## config.mk

```make
export PLATFORM = sky130hd
export DESIGN_NAME = sysex_reply_framer_flat
export DESIGN_NICKNAME = d
export VERILOG_FILES = /design/src/rtl/core/sxf_pkg.sv /design/src/rtl/core/sxf_in_if.sv /design/src/rtl/core/sxf_out_if.sv /design/src/rtl/core/sxf_cfg_regs.sv /design/src/rtl/core/sxf_in_stage.sv /design/src/rtl/core/sxf_emitter.sv /design/src/rtl/core/sysex_reply_framer.sv /design/src/flat_wrapper.sv
export SDC_FILE = /design/constraint.sdc
export NUM_CORES = 1
export LEC_CHECK = 0
export BUFFER_PORTS_ARGS = -buffer_cell sky130_fd_sc_hd__buf_2
export CAP_MARGIN = 20
export CORE_ASPECT_RATIO = 1.75
export CORE_MARGIN = 2
export CORE_UTILIZATION = 51
export CTS_BUF_LIST = sky130_fd_sc_hd__clkbuf_16
export DETAILED_ROUTE_END_ITERATION = 8
export PLACE_DENSITY = 0.76
export SLEW_MARGIN = 20
export SYNTH_ARGS = -nofsm -noshare
export SYNTH_HDL_FRONTEND = slang
export SYNTH_HIERARCHICAL = 1
export SYNTH_SLANG_ARGS = --single-unit
```

## constraint.sdc

```tcl
create_clock -name clk -period 2.85 [get_ports clk]
set_input_delay 0.855 -clock clk [delete_from_list [all_inputs] [get_ports clk]]
set_output_delay 0.855 -clock clk [all_outputs]
set_load 0.01 [all_outputs]
```

## src/rtl/core/sxf_pkg.sv

```systemverilog
`timescale 1ns / 1ps
`default_nettype none

package sxf_pkg;

    localparam logic [7:0] SX_START    = 8'hF0;
    localparam logic [7:0] SX_END      = 8'hF7;
    localparam logic [7:0] CRC_POLY    = 8'h07;
    localparam logic [6:0] MAKER_RESET = 7'h7D;

    localparam int GROUP_SIZE = 7;
    localparam int GRP_CNT_W  = 3;

    localparam int APB_ADDR_W = 3;
    localparam int APB_DATA_W = 32;

    // register word index on the config port
    typedef enum logic [0:0] {
        REG_MAKER_ID = 1'b0
    } reg_index_t;

    typedef struct packed {
        logic [7:0] payload_byte;
        logic       has_payload;
        logic       frame_start;
        logic       frame_last;
        logic [7:0] reply_op;
        logic [7:0] seq_number;
    } in_item_t;

    // one byte through crc8, msb first, no reflection
    function automatic logic [7:0] crc8_step(input logic [7:0] crc, input logic [7:0] data);
        logic [7:0] c;
        c = crc ^ data;
        for (int b = 0; b < 8; b++)
        begin
            if (c[7])
            begin
                c = {c[6:0], 1'b0} ^ CRC_POLY;
            end
            else
            begin
                c = {c[6:0], 1'b0};
            end
        end
        return c;
    endfunction

endpackage

`default_nettype wire

```

## src/rtl/core/sxf_in_if.sv

```systemverilog
`timescale 1ns / 1ps
`default_nettype none

interface sxf_in_if;
    logic       valid;
    logic       ready;
    logic [7:0] payload_byte;
    logic       has_payload;
    logic       frame_start;
    logic       frame_last;
    logic [7:0] reply_op;
    logic [7:0] seq_number;

    modport source (
        output valid, payload_byte, has_payload, frame_start, frame_last, reply_op, seq_number,
        input  ready
    );

    modport sink (
        input  valid, payload_byte, has_payload, frame_start, frame_last, reply_op, seq_number,
        output ready
    );
endinterface

`default_nettype wire

```

## src/rtl/core/sxf_out_if.sv

```systemverilog
`timescale 1ns / 1ps
`default_nettype none

interface sxf_out_if;
    logic       valid;
    logic       ready;
    logic [7:0] wire_byte;
    logic       run_end;
    logic       frame_done;

    modport source (
        output valid, wire_byte, run_end, frame_done,
        input  ready
    );

    modport sink (
        input  valid, wire_byte, run_end, frame_done,
        output ready
    );
endinterface

`default_nettype wire

```

## src/rtl/core/sxf_cfg_regs.sv

```systemverilog
`timescale 1ns / 1ps
`default_nettype none

module sxf_cfg_regs
    import sxf_pkg::*;
(
    input  wire logic                  clk,
    input  wire logic                  rst_n,
    input  wire logic                  psel,
    input  wire logic                  penable,
    input  wire logic                  pwrite,
    input  wire logic [APB_ADDR_W-1:0] paddr,
    input  wire logic [APB_DATA_W-1:0] pwdata,
    output logic      [APB_DATA_W-1:0] prdata,
    output logic                       pready,
    output logic      [6:0]            maker_id
);

    logic [6:0] maker_reg;
    logic       wr_en;
    reg_index_t reg_sel;

    assign pready   = 1'b1;
    assign reg_sel  = reg_index_t'(paddr[2]);
    assign wr_en    = psel && penable && pwrite && pready;
    assign maker_id = maker_reg;

    always_ff @(posedge clk or negedge rst_n)
    begin
        if (!rst_n)
        begin
            maker_reg <= MAKER_RESET;
        end
        else if (wr_en && (reg_sel == REG_MAKER_ID))
        begin
            maker_reg <= pwdata[6:0];
        end
    end

    always_comb
    begin
        case (reg_sel)
            REG_MAKER_ID: prdata = {{(APB_DATA_W-7){1'b0}}, maker_reg};
            default:      prdata = '0;
        endcase
    end

endmodule

`default_nettype wire

```

## src/rtl/core/sxf_in_stage.sv

```systemverilog
`timescale 1ns / 1ps
`default_nettype none

module sxf_in_stage
    import sxf_pkg::*;
(
    input  wire logic  clk,
    input  wire logic  rst_n,
    sxf_in_if.sink     in_ch,
    input  wire logic  pop,
    output in_item_t   item,
    output logic       item_valid
);

    in_item_t item_reg;
    logic     valid_reg;
    logic     take;

    // refill in the same cycle the held item retires
    assign in_ch.ready = !valid_reg || pop;
    assign take        = in_ch.valid && in_ch.ready;
    assign item        = item_reg;
    assign item_valid  = valid_reg;

    always_ff @(posedge clk or negedge rst_n)
    begin
        if (!rst_n)
        begin
            valid_reg <= 1'b0;
        end
        else if (take)
        begin
            valid_reg <= 1'b1;
        end
        else if (pop)
        begin
            valid_reg <= 1'b0;
        end
    end

    always_ff @(posedge clk)
    begin
        if (take)
        begin
            item_reg.payload_byte <= in_ch.payload_byte;
            item_reg.has_payload  <= in_ch.has_payload;
            item_reg.frame_start  <= in_ch.frame_start;
            item_reg.frame_last   <= in_ch.frame_last;
            item_reg.reply_op     <= in_ch.reply_op;
            item_reg.seq_number   <= in_ch.seq_number;
        end
    end

endmodule

`default_nettype wire

```

## src/rtl/core/sxf_emitter.sv

```systemverilog
`timescale 1ns / 1ps
`default_nettype none

module sxf_emitter
    import sxf_pkg::*;
(
    input  wire logic       clk,
    input  wire logic       rst_n,
    input  wire logic [6:0] maker_id,
    input  in_item_t        item,
    input  wire logic       item_valid,
    output logic            pop,
    sxf_out_if.source       out_ch
);

    typedef enum logic [2:0] {
        PH_BEGIN,
        PH_HEAD,
        PH_PAY,
        PH_FLUSH,
        PH_CRC,
        PH_END
    } phase_t;

    localparam logic [2:0] HDR_START = 3'd0;
    localparam logic [2:0] HDR_MAKER = 3'd1;
    localparam logic [2:0] HDR_OP    = 3'd2;
    localparam logic [2:0] HDR_SEQ   = 3'd3;

    phase_t               phase_reg, phase_next, cur_phase;
    logic [2:0]           idx_reg, idx_next;
    logic [GRP_CNT_W-1:0] cnt_reg, cnt_next, cnt_fill;
    logic [7:0]           crc_reg, crc_next;
    logic [7:0]           group_reg [GROUP_SIZE];
    logic [2:0]           grp_sel;
    logic [6:0]           mask;
    logic                 grp_we;
    logic                 slot_free;
    logic                 emit;
    logic                 finish;
    logic [7:0]           beat_byte;
    logic                 beat_end;
    logic                 beat_done;

    logic                 out_valid_reg;
    logic [7:0]           out_byte_reg;
    logic                 out_end_reg;
    logic                 out_done_reg;

    assign slot_free = !out_valid_reg || out_ch.ready;
    assign cur_phase = (phase_reg == PH_BEGIN) ?
                       (item.frame_start ? PH_HEAD : PH_PAY) : phase_reg;
    assign grp_sel   = idx_reg - 3'd1;
    assign cnt_fill  = item.has_payload ? (cnt_reg + GRP_CNT_W'(1)) : cnt_reg;
    assign pop       = finish;

    always_comb
    begin
        for (int i = 0; i < GROUP_SIZE; i++)
        begin
            mask[i] = group_reg[i][7] && (GRP_CNT_W'(i) < cnt_reg);
        end
    end

    always_comb
    begin
        phase_next = phase_reg;
        idx_next   = idx_reg;
        cnt_next   = cnt_reg;
        crc_next   = crc_reg;
        grp_we     = 1'b0;
        emit       = 1'b0;
        finish     = 1'b0;
        beat_byte  = 8'h00;
        beat_end   = 1'b0;
        beat_done  = 1'b0;

        if (item_valid)
        begin
            case (cur_phase)
                PH_HEAD:
                begin
                    if (slot_free)
                    begin
                        emit       = 1'b1;
                        phase_next = PH_HEAD;
                        idx_next   = idx_reg + 3'd1;
                        case (idx_reg)
                            HDR_START:
                            begin
                                beat_byte = SX_START;
                                cnt_next  = '0;
                                crc_next  = 8'h00;
                            end
                            HDR_MAKER:
                            begin
                                beat_byte = {1'b0, maker_id};
                            end
                            HDR_OP:
                            begin
                                beat_byte = item.reply_op;
                                crc_next  = crc8_step(crc_reg, item.reply_op);
                            end
                            HDR_SEQ:
                            begin
                                beat_byte  = item.seq_number;
                                crc_next   = crc8_step(crc_reg, item.seq_number);
                                // a lone payload byte after a header never fills a group
                                beat_end   = !item.frame_last;
                                phase_next = PH_PAY;
                                idx_next   = 3'd0;
                            end
                            default:
                            begin
                                phase_next = PH_PAY;
                                idx_next   = 3'd0;
                            end
                        endcase
                    end
                end
                PH_PAY:
                begin
                    grp_we   = item.has_payload;
                    cnt_next = cnt_fill;
                    idx_next = 3'd0;
                    if (item.has_payload && (cnt_fill == GRP_CNT_W'(GROUP_SIZE)))
                    begin
                        phase_next = PH_FLUSH;
                    end
                    else if (item.frame_last)
                    begin
                        phase_next = (cnt_fill != '0) ? PH_FLUSH : PH_CRC;
                    end
                    else
                    begin
                        finish     = 1'b1;
                        phase_next = PH_BEGIN;
                    end
                end
                PH_FLUSH:
                begin
                    if (slot_free)
                    begin
                        emit = 1'b1;
                        if (idx_reg == 3'd0)
                        begin
                            beat_byte = {1'b0, mask};
                        end
                        else
                        begin
                            beat_byte = {1'b0, group_reg[grp_sel][6:0]};
                        end
                        crc_next = crc8_step(crc_reg, beat_byte);
                        if (idx_reg == cnt_reg)
                        begin
                            cnt_next = '0;
                            idx_next = 3'd0;
                            beat_end = !item.frame_last;
                            if (item.frame_last)
                            begin
                                phase_next = PH_CRC;
                            end
                            else
                            begin
                                finish     = 1'b1;
                                phase_next = PH_BEGIN;
                            end
                        end
                        else
                        begin
                            idx_next = idx_reg + 3'd1;
                        end
                    end
                end
                PH_CRC:
                begin
                    if (slot_free)
                    begin
                        emit       = 1'b1;
                        beat_byte  = {1'b0, crc_reg[6:0]};
                        phase_next = PH_END;
                    end
                end
                PH_END:
                begin
                    if (slot_free)
                    begin
                        emit       = 1'b1;
                        beat_byte  = SX_END;
                        beat_end   = 1'b1;
                        beat_done  = 1'b1;
                        cnt_next   = '0;
                        crc_next   = 8'h00;
                        finish     = 1'b1;
                        phase_next = PH_BEGIN;
                        idx_next   = 3'd0;
                    end
                end
                default:
                begin
                    phase_next = PH_BEGIN;
                    idx_next   = 3'd0;
                end
            endcase
        end
    end

    always_ff @(posedge clk or negedge rst_n)
    begin
        if (!rst_n)
        begin
            phase_reg     <= PH_BEGIN;
            idx_reg       <= 3'd0;
            cnt_reg       <= '0;
            crc_reg       <= 8'h00;
            out_valid_reg <= 1'b0;
            out_byte_reg  <= 8'h00;
            out_end_reg   <= 1'b0;
            out_done_reg  <= 1'b0;
        end
        else
        begin
            phase_reg <= phase_next;
            idx_reg   <= idx_next;
            cnt_reg   <= cnt_next;
            crc_reg   <= crc_next;
            if (emit)
            begin
                out_valid_reg <= 1'b1;
                out_byte_reg  <= beat_byte;
                out_end_reg   <= beat_end;
                out_done_reg  <= beat_done;
            end
            else if (out_ch.ready)
            begin
                out_valid_reg <= 1'b0;
            end
        end
    end

    always_ff @(posedge clk)
    begin
        if (grp_we)
        begin
            group_reg[cnt_reg] <= item.payload_byte;
        end
    end

    assign out_ch.valid      = out_valid_reg;
    assign out_ch.wire_byte  = out_byte_reg;
    assign out_ch.run_end    = out_end_reg;
    assign out_ch.frame_done = out_done_reg;

`ifndef NO_ASSERTIONS
    a_full_group_flushes: assert property (@(posedge clk) disable iff (!rst_n)
        (cnt_reg == GRP_CNT_W'(GROUP_SIZE)) |-> (phase_reg == PH_FLUSH))
        else $error("full group held outside flush");

    a_close_clears: assert property (@(posedge clk) disable iff (!rst_n)
        (item_valid && emit && (cur_phase == PH_END)) |=> ((crc_reg == 8'h00) && (cnt_reg == '0)))
        else $error("crc or group count not cleared after frame close");

    a_done_is_end: assert property (@(posedge clk) disable iff (!rst_n)
        (out_valid_reg && out_done_reg) |-> (out_end_reg && (out_byte_reg == SX_END)))
        else $error("frame close beat malformed");

    a_pop_needs_item: assert property (@(posedge clk) disable iff (!rst_n)
        pop |-> item_valid)
        else $error("retired an item that was not held");
`endif

endmodule

`default_nettype wire

```

## src/rtl/core/sysex_reply_framer.sv

```systemverilog
// an accepted item is held in the input stage register and each beat in the output
//   beat register; the next item is taken as the held one retires
// a frame start adds four header beats, a full group a mask and seven data beats,
//   a frame close a crc and an end beat, a short group at close its size plus 1
// reset: rst_n async active low clears the sequencer, crc, group count and beat
//   register and sets maker_id to 0x7d; the group buffer is left as is
`timescale 1ns / 1ps
`default_nettype none

module sysex_reply_framer
    import sxf_pkg::*;
(
    input  wire logic                  clk,
    input  wire logic                  rst_n,
    sxf_in_if.sink                     in_ch,
    sxf_out_if.source                  out_ch,
    input  wire logic                  psel,
    input  wire logic                  penable,
    input  wire logic                  pwrite,
    input  wire logic [APB_ADDR_W-1:0] paddr,
    input  wire logic [APB_DATA_W-1:0] pwdata,
    output logic      [APB_DATA_W-1:0] prdata,
    output logic                       pready
);

    logic [6:0] maker_id;
    in_item_t   item;
    logic       item_valid;
    logic       pop;

    sxf_cfg_regs u_cfg (
        .clk      (clk),
        .rst_n    (rst_n),
        .psel     (psel),
        .penable  (penable),
        .pwrite   (pwrite),
        .paddr    (paddr),
        .pwdata   (pwdata),
        .prdata   (prdata),
        .pready   (pready),
        .maker_id (maker_id)
    );

    sxf_in_stage u_in (
        .clk        (clk),
        .rst_n      (rst_n),
        .in_ch      (in_ch),
        .pop        (pop),
        .item       (item),
        .item_valid (item_valid)
    );

    sxf_emitter u_emit (
        .clk        (clk),
        .rst_n      (rst_n),
        .maker_id   (maker_id),
        .item       (item),
        .item_valid (item_valid),
        .pop        (pop),
        .out_ch     (out_ch)
    );

endmodule

`default_nettype wire

```

## src/flat_wrapper.sv

```systemverilog
// flat-port wrapper written by rule: the top's interface ports become plain ports
module sysex_reply_framer_flat import sxf_pkg::*;
  (clk, rst_n, psel, penable, pwrite, paddr, pwdata, prdata, pready, in_ch_valid, in_ch_payload_byte, in_ch_has_payload, in_ch_frame_start, in_ch_frame_last, in_ch_reply_op, in_ch_seq_number, in_ch_ready, out_ch_valid, out_ch_wire_byte, out_ch_run_end, out_ch_frame_done, out_ch_ready);
  sxf_in_if in_ch_i ();
  sxf_out_if out_ch_i ();
  input  wire logic clk;
  input  wire logic rst_n;
  input  wire logic psel;
  input  wire logic penable;
  input  wire logic pwrite;
  input  wire logic [APB_ADDR_W-1:0] paddr;
  input  wire logic [APB_DATA_W-1:0] pwdata;
  output logic      [APB_DATA_W-1:0] prdata;
  output logic pready;
  input wire logic [$bits(in_ch_i.valid)-1:0] in_ch_valid;
  input wire logic [$bits(in_ch_i.payload_byte)-1:0] in_ch_payload_byte;
  input wire logic [$bits(in_ch_i.has_payload)-1:0] in_ch_has_payload;
  input wire logic [$bits(in_ch_i.frame_start)-1:0] in_ch_frame_start;
  input wire logic [$bits(in_ch_i.frame_last)-1:0] in_ch_frame_last;
  input wire logic [$bits(in_ch_i.reply_op)-1:0] in_ch_reply_op;
  input wire logic [$bits(in_ch_i.seq_number)-1:0] in_ch_seq_number;
  output wire logic [$bits(in_ch_i.ready)-1:0] in_ch_ready;
  output wire logic [$bits(out_ch_i.valid)-1:0] out_ch_valid;
  output wire logic [$bits(out_ch_i.wire_byte)-1:0] out_ch_wire_byte;
  output wire logic [$bits(out_ch_i.run_end)-1:0] out_ch_run_end;
  output wire logic [$bits(out_ch_i.frame_done)-1:0] out_ch_frame_done;
  input wire logic [$bits(out_ch_i.ready)-1:0] out_ch_ready;
  assign in_ch_i.valid = in_ch_valid;
  assign in_ch_i.payload_byte = in_ch_payload_byte;
  assign in_ch_i.has_payload = in_ch_has_payload;
  assign in_ch_i.frame_start = in_ch_frame_start;
  assign in_ch_i.frame_last = in_ch_frame_last;
  assign in_ch_i.reply_op = in_ch_reply_op;
  assign in_ch_i.seq_number = in_ch_seq_number;
  assign in_ch_ready = in_ch_i.ready;
  assign out_ch_valid = out_ch_i.valid;
  assign out_ch_wire_byte = out_ch_i.wire_byte;
  assign out_ch_run_end = out_ch_i.run_end;
  assign out_ch_frame_done = out_ch_i.frame_done;
  assign out_ch_i.ready = out_ch_ready;
  sysex_reply_framer u_core (.clk(clk), .rst_n(rst_n), .in_ch(in_ch_i), .out_ch(out_ch_i), .psel(psel), .penable(penable), .pwrite(pwrite), .paddr(paddr), .pwdata(pwdata), .prdata(prdata), .pready(pready));
endmodule
```

==> results.yml <==
global_routing:
  grt_pass1_vias: 4541
  grt_usage: 0.225
  grt_pass1_wl_mm: 23.9
  grt_antenna_before_repair: 0
  overflow: 0
  grt_max_degree: 37
finish:
  drive_gt1_frac: 0.292
  syn_to_final_growth_pct: 18.0
  largest_reg_flops: 63
  num_antenna_cells: 0
  nets: 666
  fill_cells: 1018
  instances_no_fill: 773
  mostFrequentLayoutCell: "edfxtp_1"
  finalInstanceArea_um2: 7880
  layout_common_cells: "edfxtp_1 (90), buf_2 (59), xnor2_1 (46)"
critical_path:
  critPathKind: "flop to output pin"
  crit_chain: "buf_6, ha_4, nand2_1, nor2_1, a21oi_1, a32oi_1, nor2b_1, nand2b_4, buf_6"
  cpMaxStageDelayCell: "dfrtp_1"
  critPathRequiredTime_ns: 2.00
  cp_data_arrival_time_ns: 2.07
  r2r-start: "u_core/u_emit/idx_reg[1]$_DFFE_PN0P_"
  rrSetupSlack_ns: 0.07
  crit_family: "flip-flops"
  critPathMaxFanout: 13
  crit_top_cell: "buf_6"
  critPathCaptureType: "output pin"
  max_stage_delay_ns: 0.42
  rr_worst_depth: 12
  r2r-end: "u_core/u_emit/out_ch.wire_byte[6]$_DFFE_PN0P_"
  cp-start-kind: "flop"
  path_buf_inv: 2
logic_synthesis:
  async_flop_share: 0.286
  synth_top_area_cell: "edfxtp_1"
  ys_ff_latch: 126
  yosysUniqueCellTypes: 61
  postSynthAreaPerCell_um2: 13.2
  synth_top_area_share: 0.405
  synthTopCellsByArea: "edfxtp_1 (40%), dfrtp_1 (11%), xnor2_1 (6.2%), buf_4 (3.1%), xor2_1 (2.9%)"
  synthesis.area_um2: 6670
  synth-edff-count: 90
  syn_inst: 506
  synth_ff_type: "edfxtp_1"
  ys_warn_count: 6
  ys_seq_area_frac: 0.541
route:
  avgViaCountPerCell: 5.60
  drt_iter0_drc: 317
  drtPass1Iterations: 5
  wl_met1_mm: 5.35
  highest_layer: "met4"
  wl_mm: 15.2
  route.met3.wl_um: 492
  wl_per_cell_um: 19.7
  vias: 4327
  met2WireLength_mm: 8.75
  drc: 0
  ant_nets: 0
sta:
  slew_viol_final: 0
  tightest_slew_ns: 0.886
  setup_ws_ns: -0.0740
  period_share: 1.03
  holdWs_ns: 0.489
  final-setup-viol-count: 1
  rsz0062_at_grt: "true"
  hold_viol: 0
  clock_skew_ns: 0.00787
  relSlewSlack: 0.410
  min_period_ns: 2.92
  fmax_ghz: 0.342
power:
  p_int_mw: 5.87
  max-vdd-ir-drop_mv: 0.765
  power_frac_seq: 0.288
  totalPowerFinal_mw: 9.43
  p_per_area_nw_per_um2: 1200
  power.share.clock: 0.234
  power_leakage_nw: 3.12
  power.switching_mw: 3.56
  power_frac_comb: 0.478
  p_sw_frac: 0.377
placed_design:
  placed_area_um2: 7150
  gp_congestion: 0.973
  numPortBuffers: 60
  pre_cts_slack_ns: -0.105
  dp.cells: 737
  post-dp-hpwl_mm: 11.1
run:
  max-cap-violations: 0
clock_network:
  cts_tree: "done"
  cts.sinks: 126
  clkSlewWorstSetupHoldPaths_ns: 0.06
  clock-root-buffer: "clkbuf_16"
  cts_buffers: 17
  cts_buffer_depth: 2
  ctsHoldBuffers: 0
  clk_latency_ns: 0.42
  cts_max_level: 4
die:
  die_h_um: 155
  fp.dieArea_um2: 14100
  die_width_um: 90.5
  initial_core_util: 0.519
  core_area_um2: 12900
  top_level_ports: 114
  row_count: 55
hold_path:
  hold_depth: 1
  min_to: "u_core/u_emit/out_ch.frame_done$_DFFE_PN0P_"
  hold_class: "flop to flop"
  hp-start: "u_core/u_emit/out_ch.frame_done$_DFFE_PN0P_"
run_status:
  outcome: "finished with violations"
  violations: "setup timing"
==> routing by layer <==
layer  track usage  vias up
li1              -     1992
met1         0.220     2163
met2         0.436      125
met3        0.0465       47
met4         0.115        0
met5             0        -
==> timing repair <==
action | 4_1_cts | 5_1_grt
gates resized for setup | 8 | 6
setup buffers | 1 | 3
pin swaps | 2 | 4
endpoints found under the setup margin | 2 | 4
==> worst max-delay path by stage <==
stage	start	end	depth (start not counted)
after floorplan	u_core/u_emit/idx_reg[0]$_DFFE_PN0P_	u_core/u_emit/crc_reg[1]$_DFFE_PN0P_	11
after global placement	u_core/u_emit/idx_reg[0]$_DFFE_PN0P_	u_core/u_emit/out_ch.wire_byte[6]$_DFFE_PN0P_	11
after detailed placement	u_core/u_emit/idx_reg[0]$_DFFE_PN0P_	u_core/u_emit/out_ch.wire_byte[6]$_DFFE_PN0P_	11
after CTS	u_core/u_emit/idx_reg[1]$_DFFE_PN0P_	in_ch_ready	8
after global routing	u_core/u_emit/cnt_reg[1]$_DFFE_PN0P_	in_ch_ready	8
final	u_core/u_emit/cnt_reg[1]$_DFFE_PN0P_	in_ch_ready	9
==> worst reg2reg max path, delay by kind of cell, from the launching register on <==
family / cells / cell delay, ns
AO/OA/AOI/OAI: 2 / 0.47
adder cells (fa/ha/maj): 1 / 0.27
buffers and inverters: 5 / 0.78
flip-flops: 1 / 0.41
multiplexers: 3 / 0.70
AND/OR/NAND/NOR: 1 / 0.03
==> metrics by stage <==
stage	utilization	TNS [ns]
6_report	0.612	-0.0740
5_1_grt	0.612	-0.280
4_1_cts	0.606	-0.0865
3_5_place_dp	0.555	-0.105
3_3_place_gp	0.555	-0.0595
2_1_floorplan	-	0
==> Yosys cell counts, types with 2 or more instances <==
master	instances
and2b_2	7
a22o_1	10
o21ai_0	13
a21oi_1	11
xnor3_1	2
nand2_1	30
a222oi_1	4
nor3_1	8
o21bai_1	2
mux4_2	7
dfstp_2	6
o21ai_1	8
o22a_1	8
dfrtp_1	30
nand4_1	2
a22oi_1	8
mux2i_1	8
xnor2_1	47
conb_1	2
nand3_1	8
or3_1	3
mux2_2	8
inv_1	7
nand2b_1	9
buf_4	28
buf_2	4
ha_1	8
o21ai_2	2
a221oi_1	10
and3_1	2
xnor2_4	2
o31ai_1	3
nor2b_1	7
o21a_1	2
xor2_4	2
buf_6	3
mux2i_2	2
nor2_1	30
xor2_1	22
edfxtp_1	90
mux4_1	7
clkbuf_1	15
==> power by group through the flow <==
stage               Sequential [mW]  Combinational, mW  Clock (mW)
floorplan                      2.64               3.31           0
global placement               2.73               4.10           0
detailed placement             2.75               4.20           0
CTS                            2.72               4.29        2.24
global route                   2.77               4.85        2.31
finish                         2.72               4.50        2.21
==> layout make-up <==
cell class	instances	area [um2]	area share
multi-input combinational	345	2840	0.361
clock buffer	17	425	0.0540
tap	171	214	0.0272
sequential	126	3610	0.459
timing repair buffer	92	579	0.0736
clock inverter	15	175	0.0222
inverter	7	26.3	0.00334
==> cells by family after synthesis <==
kind of cell | after synthesis | synth area share
DFF | 126 | 0.541
and+or+nand+nor | 112 | 0.0868
AOI/OAI and AO/OA | 90 | 0.0984
xor gates and xnor gates | 77 | 0.120
buffers and inverters | 59 | 0.0570
muxes | 32 | 0.0808
adders and majority gates | 8 | 0.0150
other | 2 | 0.00113
Note: power is estimated with default switching activity, not from simulation.
